### config.mk
export PLATFORM = sky130hd
export DESIGN_NAME = proper_divisor_sum
export DESIGN_NICKNAME = d
export VERILOG_FILES = /design/src/rtl/core/pds_pkg.sv /design/src/rtl/core/proper_divisor_sum.sv /design/src/rtl/core/pds_div.sv
export SDC_FILE = /design/constraint.sdc
export NUM_CORES = 1
export LEC_CHECK = 0
export BUFFER_PORTS_ARGS = -buffer_cell sky130_fd_sc_hd__buf_2
export CAP_MARGIN = 10
export CORE_AREA = 10 10 201 203
export CTS_CLUSTER_DIAMETER = 150
export DETAILED_ROUTE_END_ITERATION = 12
export DIE_AREA = 0 0 211 213
export GPL_TIMING_DRIVEN = 0
export PLACE_DENSITY = 0.75
export SYNTH_ARGS = -nofsm -noshare
export SYNTH_HDL_FRONTEND = slang
export SYNTH_HIERARCHICAL = 1
export SYNTH_SLANG_ARGS = --single-unit
### constraint.sdc
create_clock -name clk -period 5.04 [get_ports clk]
set_input_delay 0 -clock clk [delete_from_list [all_inputs] [get_ports clk]]
set_output_delay 0 -clock clk [all_outputs]
set_load 0.005 [all_outputs]
### src/rtl/core/pds_pkg.sv
// Package for the proper divisor sum block.
// Holds field widths and stream packing constants; no dependencies.
`default_nettype none

package pds_pkg;

  localparam int unsigned IN_DATA_W  = 32;
  localparam int unsigned CNT_W      = 11;
  localparam int unsigned SUM_W      = 36;
  localparam int unsigned OUT_BITS   = CNT_W + SUM_W + 2;
  localparam int unsigned OUT_DATA_W = ((OUT_BITS + 7) / 8) * 8;

  typedef logic [CNT_W-1:0] cnt_t;
  typedef logic [SUM_W-1:0] sum_t;

endpackage

`default_nettype wire

### src/rtl/core/proper_divisor_sum.sv
// Top level of the proper divisor sum block: aliquot sum, perfect and amicable test.
// Depends on pds_pkg and the iterative divider pds_div.
`default_nettype none

// Each item on the input stream is an integer n (its low NUM_BITS bits); each result
// carries the proper divisor count, the aliquot sum s, a perfect flag (s == n, n != 0)
// and an amicable flag (s < n and the aliquot sum of s equals n). Trial divisors d run
// from 1 while d*d <= value, through one shared restoring divider; an item takes one
// pass on n plus, when s < n, a second pass on s. The block accepts one item at a time;
// the result sits in an output register while the next item is taken.
module proper_divisor_sum
  import pds_pkg::*;
#(
  parameter int unsigned NUM_BITS = 32
) (
  input  wire logic                  clk,
  input  wire logic                  rst_n,
  input  wire logic                  in_tvalid,
  output logic                       in_tready,
  input  wire logic [IN_DATA_W-1:0]  in_tdata,   // [31:0] number_in
  output logic                       out_tvalid,
  input  wire logic                  out_tready,
  output logic      [OUT_DATA_W-1:0] out_tdata   // [10:0] divisor_count, [46:11] divisor_sum,
                                                 // [47] perfect_flag, [48] amicable_flag, zeros
);

  localparam int unsigned NB  = NUM_BITS;
  localparam int unsigned DW  = (NB + 1) / 2 + 1;
  localparam int unsigned SQW = 2 * DW;

  typedef enum logic [2:0] {
    ST_IDLE,
    ST_TEST,
    ST_DIV,
    ST_CHK_D,
    ST_CHK_Q,
    ST_END,
    ST_OUT
  } state_t;

  state_t           state_r;
  logic             pass_r;
  logic [NB-1:0]    n_r;
  logic [NB-1:0]    v_r;
  logic [DW-1:0]    d_r;
  logic [SQW-1:0]   dsq_r;
  cnt_t             cnt_r;
  sum_t             sum_r;
  cnt_t             res_cnt_r;
  sum_t             res_sum_r;
  logic             perfect_r;
  logic             div_start_r;
  logic             out_tvalid_r;
  cnt_t             out_cnt_r;
  sum_t             out_sum_r;
  logic             out_perfect_r;
  logic             out_amicable_r;

  logic             div_done;
  logic [NB-1:0]    div_quot;
  logic [DW-1:0]    div_rem;
  logic [NB-1:0]    d_ext;
  sum_t             n_ext;
  logic             out_free;

  assign d_ext    = {{(NB-DW){1'b0}}, d_r};
  assign n_ext    = {{(SUM_W-NB){1'b0}}, n_r};
  assign out_free = !out_tvalid_r || out_tready;

  pds_div #(
    .DVD_W (NB),
    .DVS_W (DW)
  ) u_div (
    .clk       (clk),
    .rst_n     (rst_n),
    .start     (div_start_r),
    .dividend  (v_r),
    .divisor   (d_r),
    .done      (div_done),
    .quotient  (div_quot),
    .remainder (div_rem)
  );

  always_ff @(posedge clk) begin
    if (!rst_n) begin
      state_r      <= ST_IDLE;
      div_start_r  <= 1'b0;
      out_tvalid_r <= 1'b0;
    end else begin
      div_start_r <= (state_r == ST_TEST) && (dsq_r <= {{(SQW-NB){1'b0}}, v_r});
      if (out_tvalid_r && out_tready && (state_r != ST_OUT)) begin
        out_tvalid_r <= 1'b0;
      end
      unique case (state_r)
        ST_IDLE: begin
          if (in_tvalid) begin
            n_r     <= in_tdata[NB-1:0];
            v_r     <= in_tdata[NB-1:0];
            pass_r  <= 1'b0;
            d_r     <= DW'(1);
            dsq_r   <= SQW'(1);
            cnt_r   <= '0;
            sum_r   <= '0;
            state_r <= ST_TEST;
          end
        end
        ST_TEST: begin
          if (dsq_r <= {{(SQW-NB){1'b0}}, v_r}) begin
            state_r <= ST_DIV;
          end else begin
            state_r <= ST_END;
          end
        end
        ST_DIV: begin
          if (div_done) begin
            state_r <= ST_CHK_D;
          end
        end
        ST_CHK_D: begin
          if (div_rem == '0 && d_ext < v_r) begin
            cnt_r <= cnt_r + 1'b1;
            sum_r <= sum_r + {{(SUM_W-DW){1'b0}}, d_r};
          end
          state_r <= ST_CHK_Q;
        end
        ST_CHK_Q: begin
          if (div_rem == '0 && div_quot != d_ext && div_quot < v_r) begin
            cnt_r <= cnt_r + 1'b1;
            sum_r <= sum_r + {{(SUM_W-NB){1'b0}}, div_quot};
          end
          d_r     <= d_r + 1'b1;
          dsq_r   <= dsq_r + {{(SQW-DW-1){1'b0}}, d_r, 1'b1};
          state_r <= ST_TEST;
        end
        ST_END: begin
          if (!pass_r) begin
            res_cnt_r <= cnt_r;
            res_sum_r <= sum_r;
            perfect_r <= (n_r != '0) && (sum_r == n_ext);
            if (sum_r < n_ext) begin
              v_r     <= sum_r[NB-1:0];
              pass_r  <= 1'b1;
              d_r     <= DW'(1);
              dsq_r   <= SQW'(1);
              cnt_r   <= '0;
              sum_r   <= '0;
              state_r <= ST_TEST;
            end else begin
              sum_r   <= '0;
              state_r <= ST_OUT;
            end
          end else begin
            state_r <= ST_OUT;
          end
        end
        ST_OUT: begin
          if (out_free) begin
            out_cnt_r      <= res_cnt_r;
            out_sum_r      <= res_sum_r;
            out_perfect_r  <= perfect_r;
            out_amicable_r <= pass_r && (sum_r == n_ext);
            out_tvalid_r   <= 1'b1;
            state_r        <= ST_IDLE;
          end
        end
        default: begin
          state_r <= ST_IDLE;
        end
      endcase
    end
  end

  assign in_tready  = (state_r == ST_IDLE);
  assign out_tvalid = out_tvalid_r;
  assign out_tdata  = {{(OUT_DATA_W-OUT_BITS){1'b0}}, out_amicable_r, out_perfect_r,
                       out_sum_r, out_cnt_r};

  a_flags_exclusive: assert property (@(posedge clk) disable iff (!rst_n)
    out_tvalid_r |-> !(out_perfect_r && out_amicable_r))
    else $error("perfect and amicable flags both set");

  a_done_in_div: assert property (@(posedge clk) disable iff (!rst_n)
    div_done |-> (state_r == ST_DIV))
    else $error("divider finished outside the divide wait");

  a_start_to_div: assert property (@(posedge clk) disable iff (!rst_n)
    div_start_r |-> (state_r == ST_DIV) && (d_r != '0))
    else $error("divider started without a valid trial divisor");

  a_accept_idle: assert property (@(posedge clk) disable iff (!rst_n)
    (in_tvalid && in_tready) |=> (state_r == ST_TEST) && !pass_r)
    else $error("accepted item did not start the first pass");

endmodule

`default_nettype wire

### src/rtl/core/pds_div.sv
// Restoring divider, one quotient bit per cycle.
// Shared by every trial division of the proper divisor sum block; no package needed.
`default_nettype none

module pds_div #(
  parameter int unsigned DVD_W = 32,
  parameter int unsigned DVS_W = 17
) (
  input  wire logic             clk,
  input  wire logic             rst_n,
  input  wire logic             start,
  input  wire logic [DVD_W-1:0] dividend,
  input  wire logic [DVS_W-1:0] divisor,
  output logic                  done,
  output logic      [DVD_W-1:0] quotient,
  output logic      [DVS_W-1:0] remainder
);

  localparam int unsigned STEP_W = $clog2(DVD_W + 1);

  logic [STEP_W-1:0] step_r;
  logic              done_r;
  logic [DVD_W-1:0]  quot_r;
  logic [DVS_W-1:0]  rem_r;
  logic [DVS_W-1:0]  dvs_r;
  logic [DVS_W:0]    rem_sh;
  logic              fits;

  assign rem_sh = {rem_r, quot_r[DVD_W-1]};
  assign fits   = rem_sh >= {1'b0, dvs_r};

  always_ff @(posedge clk) begin
    if (!rst_n) begin
      step_r <= '0;
      done_r <= 1'b0;
    end else begin
      done_r <= !start && (step_r == STEP_W'(1));
      if (start) begin
        step_r <= STEP_W'(DVD_W);
        quot_r <= dividend;
        rem_r  <= '0;
        dvs_r  <= divisor;
      end else if (step_r != '0) begin
        step_r <= step_r - 1'b1;
        quot_r <= {quot_r[DVD_W-2:0], fits};
        if (fits) begin
          rem_r <= DVS_W'(rem_sh - {1'b0, dvs_r});
        end else begin
          rem_r <= rem_sh[DVS_W-1:0];
        end
      end
    end
  end

  assign done      = done_r;
  assign quotient  = quot_r;
  assign remainder = rem_r;

endmodule

`default_nettype wire
== After elaboration in Yosys (flattened, before gate mapping) ==
Index checks and enable logic that the tools add are counted.

* Register bits: 338
* Word-level logic and storage cells: 129
* Output and inout bits: 58

* Mux-type cells: 43
* Equality and inequality tests: 17
* Order comparisons: 5
* Reduce and logical (&&, ||, !) cells: 32
* Bitwise gates (word level): 2
* Add/sub/neg operators: 7

{| class="wikitable"
|+ Operators with widths
! cell !! number
|-
| 2-to-1 mux 32 bit || 5
|-
| 2-to-1 mux 36 bit || 4
|-
| one-hot mux 36 bit (4 select lines) || 1
|-
| 2-to-1 mux 34 bit || 3
|-
| one-hot mux 34 bit (3 select lines) || 1
|-
| 2-to-1 mux 17 bit || 5
|-
| one-hot mux 32 bit (2 select lines) || 1
|-
| 2-to-1 mux 11 bit || 5
|-
| one-hot mux 17 bit (3 select lines) || 1
|-
| one-hot mux 11 bit (4 select lines) || 1
|-
| adder 36 x 17 -> 36 bit || 1
|-
| adder 36 x 32 -> 36 bit || 1
|-
| equality test 36 x 32 -> 1 bit || 1
|-
| less-than comparator 36 x 32 -> 1 bit || 1
|-
| adder 34 x 18 -> 34 bit || 1
|-
| <= comparator 34 x 32 -> 1 bit || 1
|-
| less-than comparator 17 x 32 -> 1 bit || 1
|-
| less-than comparator 32 bit || 1
|-
| inequality test 32 x 17 -> 1 bit || 1
|-
| nonzero test 32 bit || 1
|-
| one-hot mux 3 bit (7 select lines) || 1
|-
| greater-or-equal comparator 18 x 17 -> 1 bit || 1
|-
| 2-to-1 mux 3 bit || 6
|-
| adder 17 x 1 -> 17 bit (second input constant) || 1
|-
| 29 further kinds || 60
|}

== Logic depth before layout (Yosys ltp) ==
* Depth in word-level cells: 5
* Mapped depth: 18

== Modules after synthesis ==
The synthesis kept the hierarchy.

{| class="wikitable"
|+ Modules (own cells, without submodules)
! module !! times used !! cells each !! sequential area each (µm²) !! area each (µm²)
|-
| proper_divisor_sum || 1 || 1,462 || 7,907.6 || 15,723.8
|-
| pds_div || 1 || 326 || 2,122.0 || 3,970.1
|}

== Least setup slack after synthesis ==
Ideal clock, no wire load.

* Path type: register to register
* From: register v_r[17]
* To: register sum_r[0], enable pin
* Path buffers: 0
* Required time: 4,556 ps
* Data arrival time: 4,670 ps
* Slack: -114 ps
* Stages on the path, launching flop included: 11
* Cells stage by stage: edfxtp_1 -> inv_1 -> ha_1 -> a21o_1 -> a21o_1 -> a2111oi_0 -> o32ai_1 -> nor3_1 -> o211ai_1 -> a41oi_1 -> a21boi_0

* Word-level cells in the longest chain between the ends: 4

{| class="wikitable"
|+ Ends and longest elaborated chain
! what !! RTL line !! text
|-
| from (decl) || proper_divisor_sum.sv:44 || <nowiki>logic [NB-1:0] v_r;</nowiki>
|-
| from (signal assigned) || proper_divisor_sum.sv:98 || <nowiki>v_r <= in_tdata[NB-1:0];</nowiki>
|-
| from (signal assigned) || proper_divisor_sum.sv:141 || <nowiki>v_r <= sum_r[NB-1:0];</nowiki>
|-
| less-than comparator 32 bit / less-than comparator 17 x 32 -> 1 bit (equally long branches) || proper_divisor_sum.sv:127, proper_divisor_sum.sv:120 ||
|-
| logical AND 1 bit, on equally long branches || proper_divisor_sum.sv:127, proper_divisor_sum.sv:120 ||
|-
| inequality test 2 bit (no source line) || -- ||
|-
| AND reduction 6 bit (no source line) * || -- ||
|-
| to (signal assigned) || proper_divisor_sum.sv:122 || <nowiki>sum_r <= sum_r + {{(SUM_W-DW){1'b0}}, d_r};</nowiki>
|-
| to (signal assigned) || proper_divisor_sum.sv:129 || <nowiki>sum_r <= sum_r + {{(SUM_W-NB){1'b0}}, div_quot};</nowiki>
|-
| to (decl) || proper_divisor_sum.sv:48 || <nowiki>sum_t sum_r;</nowiki>
|}

Every way passes the cells marked *; elsewhere a longest branch is shown, timed or not.
A chain may end at the register's enable or synchronous reset.

== Final worst setup path ==
* From: register state_r[0]
* To: register sum_r[34], data pin

* Word-level cells in the longest chain between the ends: 2

{| class="wikitable"
|+ Ends and longest elaborated chain
! what !! RTL line !! text
|-
| from (decl) || proper_divisor_sum.sv:41 || <nowiki>state_t state_r;</nowiki>
|-
| from (signal assigned) || proper_divisor_sum.sv:86 || <nowiki>state_r <= ST_IDLE;</nowiki>
|-
| from (signal assigned) || proper_divisor_sum.sv:104 || <nowiki>state_r <= ST_TEST;</nowiki>
|-
| from (signal assigned) || proper_divisor_sum.sv:109 || <nowiki>state_r <= ST_DIV;</nowiki>
|-
| equality test 3 bit, or another cell as far along || proper_divisor_sum.sv:94 || <nowiki>unique case (state_r)</nowiki>
|-
| one-hot mux 36 bit (4 select lines) * || proper_divisor_sum.sv:94 ||
|}

Marked as above.

==> impl_metrics.yaml <==
final_layout:
  multi_input_area_um2: 9000
  seqCellArea_um2: 10000
  syn_to_final_growth_pct: 14.7
  fillers: 2889
  final_common_cell: "edfxtp_1"
  diodes: 0
  drive_gt1_frac: 0.121
  fin_cells: 2457
  nNetsFinal: 2180
  most-common-layout-cells: "edfxtp_1 (326), nand2_1 (217), ha_1 (181)"
critical_path:
  crit_fanout: 10
  crit_path_cell_trace: "buf_2, nor2_1, and2_0, clkbuf_1, clkbuf_2, nand2_1, o21ai_0, ha_1, inv_1, fa_1, nor2b_1, o31a_1, o211ai_4, a31oi_4, a311oi_4, o31ai_4, a31oi_1, a41o_1"
  cpPeakStageDelay_ns: 0.45
  reg2reg_from: "state_r[0]"
  cp-startpoint: "state_r[0]"
  end_kind: "flop"
  r2r_slack_ns: 0.22
  endpoint: "sum_r[34]"
  rr_worst_depth: 18
  worstPathRequired_ns: 5.35
  crit_path_top_delay_cell: "nor2_1"
  r2r_end: "sum_r[34]"
  crit_arrival_ns: 5.13
  critPathKind: "reg -> reg"
  critPathLaunchType: "flop"
clocking:
  cts_buffer_depth: 3
  h-tree-depth: 2
  post_cts_buffers: 0
  path_clk_slew_ns: 0.07
  numCtsBuffers: 38
  root_buffer: "clkbuf_16"
  cts_tree: "yes"
  clk_latency_ns: 0.56
  cts.sinks: 338
place:
  portBuffers: 86
  dp_cells: 2353
  place_congestion: 0.977
  hpwl_mm: 37.4
global_route:
  grt.total_usage: 0.223
  antenna_found_initial: 0
  gr-total-overflow: 0
  grt_pass1_wl_mm: 78.9
  grt_start_max_net_pins: 33
  grt_pass1_vias: 14428
routing:
  wl_per_cell_um: 20.3
  routed-via-count: 14567
  wirelength_mm: 49.8
  routed_via_density: 5.93
  route.detailed.drc: 0
  firstDrtPassIters: 5
  antenna_left: 0
  drt_iter0_drc: 1393
power:
  p_leak_nw: 9.25
  ir_drop_uv: 339
  p_per_area_nw_per_um2: 436
yosys:
  syn_area_per_cell_um2: 11.0
  synth_area_leader_cell: "edfxtp_1"
  ys_seq_elements: 338
  syn_area_um2: 19700
  synth.top_cell.area_share: 0.497
  async_reset_ff_frac: 0
  netlist_instances: 1788
  yosys-top-cells-area: "edfxtp_1 (50%), ha_1 (11%), nand2_1 (4.1%), nor2_1 (2.6%), inv_1 (2.3%)"
  synth.distinct_cells: 86
  synth_warnings: 6
  seq_area_frac_synth: 0.509
  ys.flop_type: "edfxtp_1"
  synth-edff-count: 326
floorplan:
  pin_count: 94
  fp.dieH_um: 213
  row_count: 70
  design.core.area_um2: 36300
  start_util: 0.543
  die_w_um: 211
  die_area_um2: 44900
timing:
  rsz0062_at_grt: "no"
  drv_slew: 0
  relSlewSlack: 0.196
  skew_ns: 0.0175
  setup_viol: 0
  period_needed_ns: 4.82
  holdWs_ns: 0.0658
  tightest_slew_ns: 1.20
  fin_crit_sh: 0.955
  final_hold_viol_count: 0
  fmax_mhz: 208
hold_path:
  min_path_type: "in -> reg"
run:
  max_cap_viol_count: 0
run_status:
  status: "complete, no violations"
-- cells in the mapped netlist (all sizes together), types with 8 or more instances --
| library cell | number |
|---|---|
| edfxtp | 326 |
| nand2 | 217 |
| ha | 181 |
| nor2 | 139 |
| inv | 121 |
| a21oi | 89 |
| o21ai | 59 |
| a21o | 52 |
| xor2 | 50 |
| nor3 | 41 |
| nand4 | 40 |
| xnor2 | 39 |
| nand3 | 37 |
| and3 | 34 |
| mux2 | 32 |
| clkbuf | 31 |
| nor4 | 30 |
| buf | 22 |
| o21a | 21 |
| nor2b | 17 |
| a211oi | 15 |
| and2 | 15 |
| nand2b | 14 |
| o211ai | 13 |
| dfxtp | 12 |
| or3 | 12 |
| a31oi | 11 |
| mux2i | 11 |
| a21boi | 8 |
| nor3b | 8 |
-- metrics by stage --
step	utilization	area, µm²	setup slack (ns)	setup TNS, ns	total power [mW]
finish	0.623	22600	0.224	0	9.84
global route	0.623	22600	0.0452	0	10.3
CTS	0.622	22600	0.194	0	9.82
detailed placement	0.576	20900	0.242	0	6.80
global placement	0.572	20700	-0.973	-80.62	6.69
floorplan	-	19700	0.525	0	6.00
-- kinds of logic (layout without fill, tap and decap cells) --
logic type | after synthesis | count (layout) | synth area share
AO/OA/AOI/OAI | 330 | 330 | 0.117
XOR/XNOR | 89 | 89 | 0.0396
adder cells (fa/ha/maj) | 184 | 184 | 0.118
buffers and inverters | 174 | 369 | 0.0370
flip-flops | 338 | 338 | 0.509
multiplexers | 43 | 43 | 0.0239
other | 1 | 7 | 0.000190
AND/OR/NAND/NOR | 629 | 629 | 0.155
-- critical path, delay by kind of cell (launching register included) --
family | cells | cell delay [ns]
flip-flops | 1 | 0.29
adder cells (fa/ha/maj) | 2 | 0.63
buffers and inverters | 4 | 0.91
AND/OR/NAND/NOR | 4 | 0.96
AO/OA/AOI/OAI | 8 | 1.76
-- flip-flops by register name, indices dropped and copies added (netlist names), 3 cells and up --
register / flops
cnt_r: 11
d_r: 17
dsq_r: 34
n_r: 32
out_cnt_r: 11
out_sum_r: 36
res_cnt_r: 11
res_sum_r: 36
state_r: 3
sum_r: 36
u_div/dvs_r: 17
u_div/quotient: 32
u_div/remainder: 17
u_div/step_r: 6
v_r: 32
-- power breakdown --
| group | internal [mW] | total (mW) | switching [mW] | leakage, nW |
|---|---|---|---|---|
| Combinational | 1.20 | 2.87 | 1.67 | 5.45 |
| Clock | 1.84 | 2.99 | 1.15 | 0.661 |
| Sequential | 3.59 | 3.98 | 0.386 | 3.14 |
-- area by class of cell --
| cell class | count | share of cell area |
|---|---|---|
| Sequential cell | 338 | 0.444 |
| Multi-Input combinational cell | 1282 | 0.398 |
| Clock buffer | 45 | 0.0461 |
| Timing Repair Buffer | 126 | 0.0394 |
| Tap cell | 468 | 0.0259 |
| Inverter | 121 | 0.0201 |
| Clock inverter | 24 | 0.0137 |
| Buffer | 53 | 0.0122 |
-- metal layers --
layer / routed length (µm) / up-vias / track usage
met5: 0 / - / 0
met4: 1410 / 0 / 0.0734
met3: 3830 / 100 / 0.0457
met2: 23400 / 561 / 0.367
met1: 21100 / 6965 / 0.288
li1: - / 6941 / -
-- timing repair --
item                                    in CTS  in global routing
hold buffers                                34                  0
gates resized for setup                      0                  2
endpoints found under the setup margin       0                  3
hold endpoints to repair                    72                  0
-- how the worst min path moves through the flow --
stage / from / endpoint / slack (ns) / cells past startpoint
after floorplan: in_tdata[0] / n_r[0] / 0.1 / 0
after global placement: in_tdata[24] / n_r[24] / 0.19 / 1
after detailed placement: in_tdata[21] / n_r[21] / 0.19 / 1
after CTS: out_tready / out_tvalid / 0.03 / 3
after global routing: out_tready / state_r[1] / 0.09 / 4
final: out_tready / state_r[1] / 0.07 / 4
Power figures use the tool's default switching activity.
